**src/rtl/core/hlg_pkg.sv**
```systemverilog
// Huber loss / gradient / Hessian block: shared types and constants.
// No dependencies; every other file of the block except hlg_fifo imports this package.
`timescale 1ns / 1ps
`default_nettype none

package hlg_pkg;

    localparam int THR_W  = 15;
    localparam int GRAD_W = 17;
    localparam int HESS_W = 2;
    localparam int LOSS_W = 48;

    typedef logic [THR_W-1:0] thr_t;

    localparam thr_t THR_RESET = 15'd256;   // 1.0 in Q7.8

    // Hessian diagonal codes
    localparam logic [HESS_W-1:0] HESS_IN  = 2'd2;
    localparam logic [HESS_W-1:0] HESS_OUT = 2'd0;

    // Per-word result of classification, carried through the queue
    typedef struct packed {
        logic signed [GRAD_W-1:0] grad;
        logic [HESS_W-1:0]        hess;
        logic                     last;
    } cls_t;

endpackage

`default_nettype wire

```
**src/rtl/core/hlg_ifs.sv**
```systemverilog
// Valid/ready channel interfaces for the residual input and the result output.
// Depends on hlg_pkg for the fixed result field widths.
`timescale 1ns / 1ps
`default_nettype none

interface hlg_elem_if #(
    parameter int RESIDUAL_WIDTH = 16
);
    logic                             valid;
    logic                             ready;
    logic signed [RESIDUAL_WIDTH-1:0] residual;
    logic                             last_element;

    modport source (output valid, output residual, output last_element, input ready);
    modport sink   (input valid, input residual, input last_element, output ready);
endinterface

interface hlg_result_if;
    import hlg_pkg::*;

    logic                     valid;
    logic                     ready;
    logic signed [GRAD_W-1:0] gradient_value;
    logic [HESS_W-1:0]        hessian_diagonal;
    logic [LOSS_W-1:0]        loss_total;
    logic                     loss_saturated;
    logic                     end_of_vector;

    modport source (
        output valid, output gradient_value, output hessian_diagonal,
        output loss_total, output loss_saturated, output end_of_vector,
        input ready
    );
    modport sink (
        input valid, input gradient_value, input hessian_diagonal,
        input loss_total, input loss_saturated, input end_of_vector,
        output ready
    );
endinterface

`default_nettype wire

```
**src/rtl/core/hlg_front.sv**
```systemverilog
// Front end: accepts residual words, classifies against the threshold,
// forms gradient, Hessian entry and multiplier operands. Uses hlg_pkg, hlg_ifs.
`timescale 1ns / 1ps
`default_nettype none

module hlg_front #(
    parameter int RESIDUAL_WIDTH = 16
) (
    input  wire logic                  clk,
    input  wire logic                  rst_n,
    input  wire hlg_pkg::thr_t         threshold,
    hlg_elem_if.sink                   element,
    output logic                       out_valid,
    input  wire logic                  out_ready,
    output hlg_pkg::cls_t              out_cls,
    output logic [((RESIDUAL_WIDTH > hlg_pkg::THR_W) ? RESIDUAL_WIDTH : hlg_pkg::THR_W)-1:0]
                                       out_op_a,
    output logic [((RESIDUAL_WIDTH > hlg_pkg::THR_W) ? RESIDUAL_WIDTH : hlg_pkg::THR_W):0]
                                       out_op_b
);
    import hlg_pkg::*;

    localparam int RW    = RESIDUAL_WIDTH;
    localparam int OPA_W = (RW > THR_W) ? RW : THR_W;
    localparam int OPB_W = OPA_W + 1;
    localparam int GX_W  = OPA_W + 2;

    logic signed [RW-1:0]   e;
    logic [RW-1:0]          mag;
    logic [OPA_W-1:0]       mag_x;
    logic [OPA_W-1:0]       thr_x;
    logic                   in_band;
    logic signed [GX_W-1:0] e_x;
    logic signed [GX_W-1:0] d2;
    logic signed [GX_W-1:0] grad_x;
    logic                   f_valid_reg;
    logic                   f_valid_next;
    logic                   load;
    cls_t                   cls_reg;
    cls_t                   cls_next;
    logic [OPA_W-1:0]       op_a_reg;
    logic [OPA_W-1:0]       op_a_next;
    logic [OPB_W-1:0]       op_b_reg;
    logic [OPB_W-1:0]       op_b_next;

    assign e       = element.residual;
    assign mag     = e[RW-1] ? $unsigned(-e) : $unsigned(e);
    assign mag_x   = OPA_W'(mag);
    assign thr_x   = OPA_W'(threshold);
    // |e| equal to delta falls in the linear region
    assign in_band = mag_x < thr_x;
    assign e_x     = GX_W'(e);
    assign d2      = $signed({1'b0, thr_x, 1'b0});

    always_comb
    begin
        if (in_band)
        begin
            grad_x = e_x <<< 1;
        end
        else if (e == '0)
        begin
            grad_x = '0;
        end
        else if (e[RW-1])
        begin
            grad_x = -d2;
        end
        else
        begin
            grad_x = d2;
        end
        cls_next.grad = grad_x[GRAD_W-1:0];
        cls_next.hess = in_band ? HESS_IN : HESS_OUT;
        cls_next.last = element.last_element;
        // inside: mag*mag, outside: delta*(2|e| - delta)
        op_a_next = in_band ? mag_x : thr_x;
        op_b_next = in_band ? OPB_W'(mag_x) : ({mag_x, 1'b0} - OPB_W'(thr_x));
    end

    assign element.ready = !f_valid_reg || out_ready;
    assign load          = element.valid && element.ready;
    assign f_valid_next  = element.ready ? element.valid : f_valid_reg;

    always_ff @(posedge clk or negedge rst_n)
    begin
        if (!rst_n)
        begin
            f_valid_reg <= 1'b0;
        end
        else
        begin
            f_valid_reg <= f_valid_next;
        end
    end

    always_ff @(posedge clk)
    begin
        if (load)
        begin
            cls_reg  <= cls_next;
            op_a_reg <= op_a_next;
            op_b_reg <= op_b_next;
        end
    end

    assign out_valid = f_valid_reg;
    assign out_cls   = cls_reg;
    assign out_op_a  = op_a_reg;
    assign out_op_b  = op_b_reg;

`ifndef SYNTHESIS
    // a staged word is never dropped while the queue is full
    a_hold_stalled: assert property (@(posedge clk) disable iff (!rst_n)
        f_valid_reg && !out_ready |=> f_valid_reg)
        else $error("front word lost under stall");
    // gradient is always an even multiple of the LSB
    a_grad_even: assert property (@(posedge clk) disable iff (!rst_n)
        f_valid_reg |-> !cls_reg.grad[0])
        else $error("odd gradient");
`endif

endmodule

`default_nettype wire

```
**src/rtl/core/hlg_fifo.sv**
```systemverilog
// Short word queue that decouples the front end from the back end.
// Generic width and depth; uses no package.
`timescale 1ns / 1ps
`default_nettype none

module hlg_fifo #(
    parameter int WIDTH = 8,
    parameter int DEPTH = 2
) (
    input  wire logic             clk,
    input  wire logic             rst_n,
    input  wire logic             in_valid,
    output logic                  in_ready,
    input  wire logic [WIDTH-1:0] in_data,
    output logic                  out_valid,
    input  wire logic             out_ready,
    output logic [WIDTH-1:0]      out_data
);
    localparam int PTR_W = (DEPTH > 1) ? $clog2(DEPTH) : 1;
    localparam int CNT_W = $clog2(DEPTH + 1);

    logic [WIDTH-1:0] mem_reg [DEPTH];
    logic [PTR_W-1:0] wr_ptr_reg;
    logic [PTR_W-1:0] wr_ptr_next;
    logic [PTR_W-1:0] rd_ptr_reg;
    logic [PTR_W-1:0] rd_ptr_next;
    logic [CNT_W-1:0] cnt_reg;
    logic [CNT_W-1:0] cnt_next;
    logic             push;
    logic             pop;

    assign in_ready  = cnt_reg != CNT_W'(DEPTH);
    assign out_valid = cnt_reg != '0;
    assign push      = in_valid && in_ready;
    assign pop       = out_valid && out_ready;
    assign out_data  = mem_reg[rd_ptr_reg];

    always_comb
    begin
        wr_ptr_next = wr_ptr_reg;
        rd_ptr_next = rd_ptr_reg;
        cnt_next    = cnt_reg;
        if (push)
        begin
            wr_ptr_next = (wr_ptr_reg == PTR_W'(DEPTH - 1)) ? '0 : wr_ptr_reg + 1'b1;
        end
        if (pop)
        begin
            rd_ptr_next = (rd_ptr_reg == PTR_W'(DEPTH - 1)) ? '0 : rd_ptr_reg + 1'b1;
        end
        if (push && !pop)
        begin
            cnt_next = cnt_reg + 1'b1;
        end
        else if (pop && !push)
        begin
            cnt_next = cnt_reg - 1'b1;
        end
    end

    always_ff @(posedge clk or negedge rst_n)
    begin
        if (!rst_n)
        begin
            wr_ptr_reg <= '0;
            rd_ptr_reg <= '0;
            cnt_reg    <= '0;
        end
        else
        begin
            wr_ptr_reg <= wr_ptr_next;
            rd_ptr_reg <= rd_ptr_next;
            cnt_reg    <= cnt_next;
        end
    end

    always_ff @(posedge clk)
    begin
        if (push)
        begin
            mem_reg[wr_ptr_reg] <= in_data;
        end
    end

`ifndef SYNTHESIS
    a_cnt_bound: assert property (@(posedge clk) disable iff (!rst_n)
        cnt_reg <= CNT_W'(DEPTH))
        else $error("queue occupancy past depth");
`endif

endmodule

`default_nettype wire

```
**src/rtl/core/hlg_back.sv**
```systemverilog
// Back end: loss term multiply, saturating running sum, output register.
// Uses hlg_pkg and hlg_result_if from hlg_ifs.
`timescale 1ns / 1ps
`default_nettype none

module hlg_back #(
    parameter int OPA_W     = 16,
    parameter int SUM_WIDTH = 48
) (
    input  wire logic               clk,
    input  wire logic               rst_n,
    input  wire logic               in_valid,
    output logic                    in_ready,
    input  wire hlg_pkg::cls_t      in_cls,
    input  wire logic [OPA_W-1:0]   in_op_a,
    input  wire logic [OPA_W:0]     in_op_b,
    hlg_result_if.source            result
);
    import hlg_pkg::*;

    localparam int OPB_W  = OPA_W + 1;
    localparam int PROD_W = OPA_W + OPB_W;
    localparam int ADD_W  = ((SUM_WIDTH > PROD_W) ? SUM_WIDTH : PROD_W) + 1;
    localparam logic [SUM_WIDTH-1:0] SUM_MAX = {SUM_WIDTH{1'b1}};

    logic                  m_valid_reg;
    logic                  m_valid_next;
    cls_t                  m_cls_reg;
    logic [PROD_W-1:0]     m_prod_reg;
    logic [PROD_W-1:0]     m_prod_next;
    logic                  adv_m;
    logic                  adv_o;
    logic                  ld_m;
    logic                  ld_o;
    logic                  o_valid_reg;
    logic                  o_valid_next;
    cls_t                  o_cls_reg;
    logic [LOSS_W-1:0]     o_loss_reg;
    logic                  o_sat_reg;
    logic [SUM_WIDTH-1:0]  acc_reg;
    logic [SUM_WIDTH-1:0]  acc_next;
    logic                  sat_reg;
    logic                  sat_next;
    logic [ADD_W-1:0]      sum;
    logic                  ovf;
    logic [SUM_WIDTH-1:0]  new_acc;
    logic                  new_sat;

    assign adv_o    = !o_valid_reg || result.ready;
    assign adv_m    = !m_valid_reg || adv_o;
    assign in_ready = adv_m;
    assign ld_m     = in_valid && adv_m;
    assign ld_o     = m_valid_reg && adv_o;

    assign m_prod_next  = PROD_W'(in_op_a) * PROD_W'(in_op_b);
    assign m_valid_next = adv_m ? in_valid : m_valid_reg;
    assign o_valid_next = adv_o ? m_valid_reg : o_valid_reg;

    always_comb
    begin
        sum     = ADD_W'(acc_reg) + ADD_W'(m_prod_reg);
        ovf     = |sum[ADD_W-1:SUM_WIDTH];
        new_acc = ovf ? SUM_MAX : sum[SUM_WIDTH-1:0];
        new_sat = sat_reg || ovf;
        acc_next = acc_reg;
        sat_next = sat_reg;
        if (ld_o)
        begin
            // the word marked last shows the final sum, then the sum restarts
            acc_next = m_cls_reg.last ? '0 : new_acc;
            sat_next = m_cls_reg.last ? 1'b0 : new_sat;
        end
    end

    always_ff @(posedge clk or negedge rst_n)
    begin
        if (!rst_n)
        begin
            m_valid_reg <= 1'b0;
            o_valid_reg <= 1'b0;
            acc_reg     <= '0;
            sat_reg     <= 1'b0;
        end
        else
        begin
            m_valid_reg <= m_valid_next;
            o_valid_reg <= o_valid_next;
            acc_reg     <= acc_next;
            sat_reg     <= sat_next;
        end
    end

    always_ff @(posedge clk)
    begin
        if (ld_m)
        begin
            m_cls_reg  <= in_cls;
            m_prod_reg <= m_prod_next;
        end
        if (ld_o)
        begin
            o_cls_reg  <= m_cls_reg;
            o_loss_reg <= LOSS_W'(new_acc);
            o_sat_reg  <= new_sat;
        end
    end

    assign result.valid            = o_valid_reg;
    assign result.gradient_value   = o_cls_reg.grad;
    assign result.hessian_diagonal = o_cls_reg.hess;
    assign result.loss_total       = o_loss_reg;
    assign result.loss_saturated   = o_sat_reg;
    assign result.end_of_vector    = o_cls_reg.last;

`ifndef SYNTHESIS
    a_sat_pinned: assert property (@(posedge clk) disable iff (!rst_n)
        o_valid_reg && o_sat_reg |-> o_loss_reg == LOSS_W'(SUM_MAX))
        else $error("saturation flag without pinned sum");
    a_clear_after_last: assert property (@(posedge clk) disable iff (!rst_n)
        ld_o && m_cls_reg.last |=> acc_reg == '0 && !sat_reg)
        else $error("sum not cleared after end of vector");
`endif

endmodule

`default_nettype wire

```
**src/rtl/core/huber_loss_gradient_hessian.sv**
```systemverilog
// Huber loss gradient/Hessian block: one result word per residual word.
// A result word passes the front register, the queue, the multiply register
// and the output register. Throughput: 1 word per cycle while result.ready
// holds, with the accumulate in the back end updated once per accepted word.
// Reset: threshold 256 (1.0), running sum and saturation flag zero, queue empty.
// Depends on hlg_pkg, hlg_ifs, hlg_front, hlg_fifo, hlg_back.
`timescale 1ns / 1ps
`default_nettype none

module huber_loss_gradient_hessian #(
    parameter int RESIDUAL_WIDTH = 16,
    parameter int SUM_WIDTH      = 48,
    parameter int QUEUE_DEPTH    = 2
) (
    input  wire logic          clk,
    input  wire logic          rst_n,
    input  wire logic          cfg_wr_en,
    input  wire hlg_pkg::thr_t cfg_wr_data,
    hlg_elem_if.sink           element,
    hlg_result_if.source       result
);
    import hlg_pkg::*;

    localparam int OPA_W  = (RESIDUAL_WIDTH > THR_W) ? RESIDUAL_WIDTH : THR_W;
    localparam int OPB_W  = OPA_W + 1;
    localparam int WORD_W = $bits(cls_t) + OPA_W + OPB_W;

    thr_t              thr_reg;
    thr_t              thr_next;
    logic              f_valid;
    logic              f_ready;
    cls_t              f_cls;
    logic [OPA_W-1:0]  f_op_a;
    logic [OPB_W-1:0]  f_op_b;
    logic              q_valid;
    logic              q_ready;
    logic [WORD_W-1:0] q_data;
    cls_t              q_cls;
    logic [OPA_W-1:0]  q_op_a;
    logic [OPB_W-1:0]  q_op_b;

    assign thr_next = cfg_wr_en ? cfg_wr_data : thr_reg;

    always_ff @(posedge clk or negedge rst_n)
    begin
        if (!rst_n)
        begin
            thr_reg <= THR_RESET;
        end
        else
        begin
            thr_reg <= thr_next;
        end
    end

    hlg_front #(
        .RESIDUAL_WIDTH (RESIDUAL_WIDTH)
    ) u_front (
        .clk       (clk),
        .rst_n     (rst_n),
        .threshold (thr_reg),
        .element   (element),
        .out_valid (f_valid),
        .out_ready (f_ready),
        .out_cls   (f_cls),
        .out_op_a  (f_op_a),
        .out_op_b  (f_op_b)
    );

    hlg_fifo #(
        .WIDTH (WORD_W),
        .DEPTH (QUEUE_DEPTH)
    ) u_queue (
        .clk       (clk),
        .rst_n     (rst_n),
        .in_valid  (f_valid),
        .in_ready  (f_ready),
        .in_data   ({f_cls, f_op_a, f_op_b}),
        .out_valid (q_valid),
        .out_ready (q_ready),
        .out_data  (q_data)
    );

    assign {q_cls, q_op_a, q_op_b} = q_data;

    hlg_back #(
        .OPA_W     (OPA_W),
        .SUM_WIDTH (SUM_WIDTH)
    ) u_back (
        .clk      (clk),
        .rst_n    (rst_n),
        .in_valid (q_valid),
        .in_ready (q_ready),
        .in_cls   (q_cls),
        .in_op_a  (q_op_a),
        .in_op_b  (q_op_b),
        .result   (result)
    );

endmodule

`default_nettype wire

```
**src/flat_wrapper.sv**
```systemverilog
// flat-port wrapper written by rule: the top's interface ports become plain ports
module huber_loss_gradient_hessian_flat import hlg_pkg::*;
#(
    parameter int RESIDUAL_WIDTH = 16,
    parameter int SUM_WIDTH      = 48,
    parameter int QUEUE_DEPTH    = 2
)
  (clk, rst_n, cfg_wr_en, cfg_wr_data, element_valid, element_residual, element_last_element, element_ready, result_valid, result_gradient_value, result_hessian_diagonal, result_loss_total, result_loss_saturated, result_end_of_vector, result_ready);
  hlg_elem_if #(.RESIDUAL_WIDTH(RESIDUAL_WIDTH)) element_i ();
  hlg_result_if result_i ();
  input  wire logic clk;
  input  wire logic rst_n;
  input  wire logic cfg_wr_en;
  input  wire hlg_pkg::thr_t cfg_wr_data;
  input wire logic [$bits(element_i.valid)-1:0] element_valid;
  input wire logic [$bits(element_i.residual)-1:0] element_residual;
  input wire logic [$bits(element_i.last_element)-1:0] element_last_element;
  output wire logic [$bits(element_i.ready)-1:0] element_ready;
  output wire logic [$bits(result_i.valid)-1:0] result_valid;
  output wire logic [$bits(result_i.gradient_value)-1:0] result_gradient_value;
  output wire logic [$bits(result_i.hessian_diagonal)-1:0] result_hessian_diagonal;
  output wire logic [$bits(result_i.loss_total)-1:0] result_loss_total;
  output wire logic [$bits(result_i.loss_saturated)-1:0] result_loss_saturated;
  output wire logic [$bits(result_i.end_of_vector)-1:0] result_end_of_vector;
  input wire logic [$bits(result_i.ready)-1:0] result_ready;
  assign element_i.valid = element_valid;
  assign element_i.residual = element_residual;
  assign element_i.last_element = element_last_element;
  assign element_ready = element_i.ready;
  assign result_valid = result_i.valid;
  assign result_gradient_value = result_i.gradient_value;
  assign result_hessian_diagonal = result_i.hessian_diagonal;
  assign result_loss_total = result_i.loss_total;
  assign result_loss_saturated = result_i.loss_saturated;
  assign result_end_of_vector = result_i.end_of_vector;
  assign result_i.ready = result_ready;
  huber_loss_gradient_hessian #(.RESIDUAL_WIDTH(RESIDUAL_WIDTH), .SUM_WIDTH(SUM_WIDTH), .QUEUE_DEPTH(QUEUE_DEPTH)) u_core (.clk(clk), .rst_n(rst_n), .cfg_wr_en(cfg_wr_en), .cfg_wr_data(cfg_wr_data), .element(element_i), .result(result_i));
endmodule
```
**config.mk**
```make
export PLATFORM = sky130hd
export DESIGN_NAME = huber_loss_gradient_hessian_flat
export DESIGN_NICKNAME = d
export VERILOG_FILES = /design/src/rtl/core/hlg_pkg.sv /design/src/rtl/core/hlg_ifs.sv /design/src/rtl/core/hlg_front.sv /design/src/rtl/core/hlg_fifo.sv /design/src/rtl/core/hlg_back.sv /design/src/rtl/core/huber_loss_gradient_hessian.sv /design/src/flat_wrapper.sv
export SDC_FILE = /design/constraint.sdc
export NUM_CORES = 1
export LEC_CHECK = 0
export ABC_AREA = 0
export CORE_MARGIN = 2
export CORE_UTILIZATION = 46
export CTS_CLUSTER_SIZE = 24
export DETAILED_ROUTE_END_ITERATION = 10
export DONT_BUFFER_PORTS = 1
export GPL_TIMING_DRIVEN = 1
export PLACE_DENSITY = 0.67
export SYNTH_ARGS = -nofsm -noshare
export SYNTH_HDL_FRONTEND = slang
export SYNTH_SLANG_ARGS = --single-unit
```
**constraint.sdc**
```tcl
create_clock -name clk -period 8.1 [get_ports clk]
set_clock_uncertainty 0.1 [all_clocks]
set_input_delay 2.43 -clock clk [delete_from_list [all_inputs] [get_ports clk]]
set_output_delay 2.43 -clock clk [all_outputs]
set_load 0.1 [all_outputs]
```
Yosys cells after proc, flatten, opt, wreduce, memory -nomap -nowiden
Memory sizes are Yosys's and may differ from the RTL's.
Index checks and enable logic that the tools add are counted.

storage, ports and cells
  flip-flop bits (word level) = 246
  bits in writable memories = 106
  output and inout bits = 71
  memories kept = 1

operators by class
  add/sub/neg operators = 8
  multiply operators = 1
  order comparisons = 1
  eq/ne operators = 1
  mux-type cells = 16
  bitwise logic cells = 1
  reductions and logical operators = 19

memories
  memory                  words  bits a word  rd ports  clocked after Yosys merged registers in  write ports  line            text
  u_core.u_queue.mem_reg  2      53           1         0                                        1            hlg_fifo.sv:22  logic [WIDTH-1:0] mem_reg [DEPTH];

operator list
  cell                                                                count
  48-bit two-way mux                                                  2
  17-bit two-way mux                                                  3
  48-bit by 33-bit adder with 49-bit output                           1
  16-bit by 17-bit multiplier with 33-bit output                      1
  16-bit two-way mux                                                  2
  16-bit negator with 17-bit output                                   1
  17-bit by 15-bit subtractor with 17-bit output                      1
  16-bit logical NOT                                                  1
  16-bit by 15-bit < comparator with 1-bit output                     1
  16-bit negator                                                      1
  15-bit two-way mux                                                  1
  1-bit logical AND                                                   6
  2-bit two-way mux                                                   3
  1-bit logical NOT                                                   5
  1-bit two-way mux                                                   5
  1-bit logical OR                                                    4
  2-bit nonzero test                                                  2
  3-bit OR reduction                                                  1
  1-bit adder, second input constant                                  2
  2-bit by 1-bit adder with 2-bit output, second input constant       1
  2-bit inequality test, second input constant                        1
  2-bit by 1-bit subtractor with 2-bit output, second input constant  1
  1-bit NOT                                                           1

Longest topological paths before layout
  word-level depth = 7
  mapped depth = 28

Cells and area by module
A second synthesis with hierarchy kept.

second synthesis, totals
  cells, all modules = 2,337
  area, all modules = 25,857.3 sq um

by module, submodules not included
  module                       instances  cells an instance  area an instance (sq um)  sequential area each (sq um)
  hlg_back                     1          1,728              17,212.8                  4,939.7
  hlg_fifo                     1          183                4,269.1                   3,283.1
  hlg_front                    1          394                3,761.1                   1,526.5
  huber_loss_gradient_hessian  1          32                 614.3                     376.6

Worst setup path after synthesis
OpenSTA, ideal clock, no wires.

  path kind = register -> register
  from = register u_core.u_queue.rd_ptr_reg
  to = register u_core.u_back.m_prod_reg[28], data pin
  arrival = 7,123 ps
  required time = 7,740 ps
  setup slack = 617 ps
  stages on the path, launching flop included = 27
  path buffers = 3
  cell sequence = dfrtp_1 -> clkbuf_1 -> clkbuf_1 -> buf_1 -> mux2i_1 -> nor2_1 -> fa_1 -> inv_1 -> fa_1 -> fa_1 -> inv_1 -> fa_1 -> fa_1 -> inv_1 -> fa_1 -> inv_1 -> ha_1 -> and3_1 -> and3_1 -> o211ai_2 -> a31oi_4 -> a2111oi_4 -> o41ai_2 -> a211oi_2 -> nor2_2 -> a31oi_1 -> xnor2_1

on the way
  word-level cells in the longest chain between the ends = 2

RTL lines
  what                                            line            text
  start, declared                                 hlg_fifo.sv:25  logic [PTR_W-1:0] rd_ptr_reg;
  start signal, assigned                          hlg_fifo.sv:72  rd_ptr_reg <= rd_ptr_next;
  memory 2 x 53 bit                               n/a
  16-bit by 17-bit multiplier with 33-bit output  hlg_back.sv:55  assign m_prod_next = PROD_W'(in_op_a) * PROD_W'(in_op_b);
  named net u_core.u_back.m_prod_next[28]         hlg_back.sv:30  logic [PROD_W-1:0] m_prod_next;
  end signal, assigned                            hlg_back.sv:98  m_prod_reg <= m_prod_next;
  end, declared                                   hlg_back.sv:29  logic [PROD_W-1:0] m_prod_reg;

The timed path passes the listed nets, and every way through them passes these cells.
A chain may end at the register's enable or synchronous reset.

Final worst setup path
Same ends and word-level chain as after synthesis.

==> summary.json <==
{
  "die-area": {"value": 55080, "unit": "sq um"},
  "cts_tree": {"value": "built"},
  "postSynth.topFlopCell": {"value": "sky130_fd_sc_hd__edfxtp_1"},
  "antenna-diode-count": {"value": 0},
  "clock-root-buffer": {"value": "sky130_fd_sc_hd__clkbuf_16"},
  "crit_path_max_cell_delay": {"value": 650, "unit": "ps"},
  "placement_rows": {"value": 84},
  "mappedNetlistArea": {"value": 24480, "unit": "sq um"},
  "remaining_routing_drc_violations": {"value": 0},
  "grt_pass1_vias": {"value": 16840},
  "synth_warn": {"value": 0},
  "timing.fmax": {"value": 129.5, "unit": "MHz"},
  "cts_sinks": {"value": 339},
  "path_delay_family": {"value": "adder cells"},
  "setup-violations-final": {"value": 0},
  "timing.critical_path.to": {"value": "u_core.u_back.m_prod_reg[28]"},
  "synth_largest_type_area_fraction": {"value": 32.87, "unit": "%"},
  "post_synth_inst_count": {"value": 2234},
  "critical_path_arrival": {"value": 7920, "unit": "ps"},
  "detail-route-antenna-nets": {"value": 0},
  "grt.overflow.total": {"value": 0},
  "fillCellCount": {"value": 4595},
  "timing.critical_path.from_type": {"value": "register"},
  "finalWirelength": {"value": 56.85, "unit": "mm"},
  "final_non_filler_cell_area": {"value": 26780, "unit": "sq um"},
  "postSynth.asyncResetShare": {"value": 20.94, "unit": "%"},
  "path_depth": {"value": 24},
  "largest_register_ff_count": {"value": 100},
  "post_synth_main_area_contributors": {"value": "sky130_fd_sc_hd__edfxtp_1 33%, sky130_fd_sc_hd__fa_1 17%, sky130_fd_sc_hd__ha_1 8.6%, sky130_fd_sc_hd__dfrtp_1 7.2%, sky130_fd_sc_hd__nand2_1 4.4%"},
  "post-dp-hpwl": {"value": 43.88, "unit": "mm"},
  "start_util": {"value": 46.59, "unit": "%"},
  "maximum_number_of_pins_on_one_net_before_global_route_repair": {"value": 72},
  "regToRegEndpoint": {"value": "u_core.u_back.m_prod_reg[28]"},
  "cp_data_required_time": {"value": 8290, "unit": "ps"},
  "dr_total_vias": {"value": 16220},
  "cap_violations": {"value": 0},
  "floorplan.io_pins": {"value": 108},
  "worst-r2r-cell-count": {"value": 24},
  "hp-class": {"value": "register to register"},
  "timing.final.max_slew_violations": {"value": 0},
  "r2r_slack": {"value": 380, "unit": "ps"},
  "drive_above_1_share": {"value": 8.680, "unit": "%"},
  "final_hold_vios": {"value": 0},
  "routed_wire_length_per_instance": {"value": 19.15, "unit": "um"},
  "nNetsFinal": {"value": 2669},
  "cts.clk_slew.worst_paths": {"value": 60, "unit": "ps"},
  "final.min_clock_period": {"value": 7723, "unit": "ps"},
  "clk-insertion-delay-late": {"value": 550, "unit": "ps"},
  "grt_first_pass_wirelength": {"value": 91.51, "unit": "mm"},
  "synth.distinct_cells": {"value": 73},
  "critPathMostFrequentCell": {"value": "sky130_fd_sc_hd__fa_1"},
  "cts.htree.levels": {"value": 2},
  "synth_sequential_area_ratio": {"value": 40.14, "unit": "%"},
  "cp.buffers_inverters": {"value": 5},
  "chipWidth": {"value": 234.7, "unit": "um"},
  "postPlaceCellArea": {"value": 25450, "unit": "sq um"},
  "coreArea": {"value": 52550, "unit": "sq um"},
  "gr-usage-all-layers": {"value": 20.76, "unit": "%"},
  "slew_headroom": {"value": 19.60, "unit": "%"},
  "route.detailed.vias_per_inst": {"value": 5.462},
  "final.period_utilization": {"value": 95.35, "unit": "%"},
  "longest_clk_path_bufs": {"value": 3},
  "numCtsBuffers": {"value": 37},
  "finalSetupTns": {"value": 0, "unit": "ps"},
  "synth_largest_area_cell": {"value": "sky130_fd_sc_hd__edfxtp_1"},
  "die_h": {"value": 234.7, "unit": "um"},
  "syn-mean-instance-area": {"value": 10.96, "unit": "sq um"},
  "tightestPinTransition": {"value": 1206, "unit": "ps"},
  "worstPathMaxFanout": {"value": 24},
  "outcome": {"value": "finished, final reports clean"},
  "post_cts_resized": {"value": 0},
  "cp_slowest_cell": {"value": "sky130_fd_sc_hd__dfrtp_4"},
  "globalplace.congestion": {"value": 0.9345},
  "synth_edf_count": {"value": 268},
  "cts_hold_buffers": {"value": 0},
  "rr_startpoint": {"value": "u_core.u_queue.rd_ptr_reg"},
  "port_buffers": {"value": 0},
  "post-cts-setup-buffers": {"value": 0},
  "rsz0062_at_grt": {"value": "false"},
  "timing.setup.critical_path_class": {"value": "register to register"},
  "worstPathCellList": {"value": "mux2i_1 -> buf_4 -> nor2_1 -> fa_1 -> inv_1 -> fa_1 -> fa_1 -> fa_1 -> inv_1 -> fa_1 -> inv_1 -> fa_1 -> inv_1 -> ha_1 -> and3_1 -> and3_1 -> o211ai_2 -> a31oi_4 -> a2111oi_4 -> o41ai_2 -> a211oi_2 -> nor2_2 -> a31oi_1 -> xnor2_1"},
  "postSynthRegisterBits": {"value": 339},
  "area_growth": {"value": 9.378, "unit": "%"},
  "cp-end-kind": {"value": "register"},
  "grt_antenna_before_repair": {"value": 0},
  "drt_first_pass_iters": {"value": 5},
  "critical_path.startpoint": {"value": "u_core.u_queue.rd_ptr_reg"},
  "drt_iter0_drc": {"value": 1080}
}
-- Yosys cell counts (9+ instances only) --
cell type	instances
sky130_fd_sc_hd__a31oi_1	16
sky130_fd_sc_hd__o21ai_0	77
sky130_fd_sc_hd__a21o_1	37
sky130_fd_sc_hd__mux2i_1	33
sky130_fd_sc_hd__and2_1	11
sky130_fd_sc_hd__ha_1	169
sky130_fd_sc_hd__nand4_1	11
sky130_fd_sc_hd__mux2_2	51
sky130_fd_sc_hd__xor2_1	36
sky130_fd_sc_hd__edfxtp_1	268
sky130_fd_sc_hd__a21oi_1	80
sky130_fd_sc_hd__nand3_1	30
sky130_fd_sc_hd__nor2b_1	10
sky130_fd_sc_hd__a211oi_1	9
sky130_fd_sc_hd__o31ai_1	28
sky130_fd_sc_hd__xnor2_1	69
sky130_fd_sc_hd__nor2_1	176
sky130_fd_sc_hd__dfrtp_1	70
sky130_fd_sc_hd__clkbuf_1	52
sky130_fd_sc_hd__and3_1	15
sky130_fd_sc_hd__fa_1	210
sky130_fd_sc_hd__nor3_1	22
sky130_fd_sc_hd__inv_1	283
sky130_fd_sc_hd__nand2_1	289
sky130_fd_sc_hd__nand2b_1	20
sky130_fd_sc_hd__o21a_1	19
sky130_fd_sc_hd__a22o_1	33
-- kinds of logic (layout without fill, tap and decap cells) --
kind of cell | Yosys count | in the layout | synth area share (%)
buffers and inverters | 355 | 400 | 5.627
AOI/OAI and AO/OA | 363 | 363 | 10.24
adders and majority gates | 379 | 379 | 25.81
xor gates and xnor gates | 105 | 105 | 3.757
other | 1 | 3 | 0.01532
muxes | 84 | 84 | 3.695
DFF | 339 | 339 | 40.14
and+or+nand+nor | 608 | 608 | 10.72
-- worst min path at each step --
| stage | from | to | slack, ps | cells past startpoint |
|---|---|---|---|---|
| finish | u_core.u_back.m_cls_reg[10] | u_core.u_back.result.gradient_value[7] | 320 | 0 |
| global route | u_core.u_back.m_cls_reg[8] | u_core.u_back.result.gradient_value[5] | 330 | 0 |
| CTS | u_core.u_back.m_cls_reg[12] | u_core.u_back.result.gradient_value[9] | 320 | 0 |
| detailed placement | u_core.u_back.m_cls_reg[10] | u_core.u_back.result.gradient_value[7] | 300 | 0 |
| global placement | u_core.u_back.m_cls_reg[11] | u_core.u_back.result.gradient_value[8] | 300 | 0 |
| floorplan | u_core.u_back.m_cls_reg[13] | u_core.u_back.result.gradient_value[10] | 300 | 0 |
-- routing by layer --
metal | vias to the layer above | wire length [um] | global-route usage [%]
met2 | 444 | 27750 | 35.94
met5 | - | 0 | 0
met4 | 0 | 1423 | 5.485
li1 | 7621 | - | -
met3 | 94 | 2615 | 3.407
met1 | 8057 | 25060 | 27.08
-- layout by cell type, fill, tap and decap left out, drive strengths merged, types with 33 or more instances in the layout --
cell type and instances:
fa 210, xnor2 69, ha 169, mux2i 33, clkbuf 45, o21ai 82
a21o 37, edfxtp 268, inv 285, mux2 51, a22o 33, nand2 289
a21oi 82, dfrtp 70, buf 49, nor2 177, xor2 36
-- stage by stage --
| stage | hold WS (ps) | std cells | worst slack, ps | util, % |
|---|---|---|---|---|
| finish | 318.2 | 2969 | 376.7 | 50.95 |
| global route | 331.8 | 2969 | 59.30 | 50.95 |
| CTS | 318.4 | 2969 | 454.2 | 50.95 |
| detailed placement | 304.5 | 2902 | 462.1 | 48.43 |
| global placement | 303.1 | 2902 | 665.6 | 48.43 |
| floorplan | 300.3 | 2236 | 617.0 | - |
-- final cells by class --
| type | count | area [sq um] | share of cell area [%] |
|---|---|---|---|
| multi-input cells | 1542 | 13310 | 49.72 |
| inverters | 284 | 1067 | 3.986 |
| well taps | 688 | 860.8 | 3.215 |
| flip-flops and latches | 339 | 9829 | 36.71 |
| repair buffers | 49 | 380.4 | 1.420 |
| clock buffers | 45 | 987.2 | 3.687 |
| clock inverters | 22 | 337.8 | 1.262 |
Power is left out: the tool's default activity adds up to more than one toggle a clock period on the data nets, which glitch-free logic cannot reach.
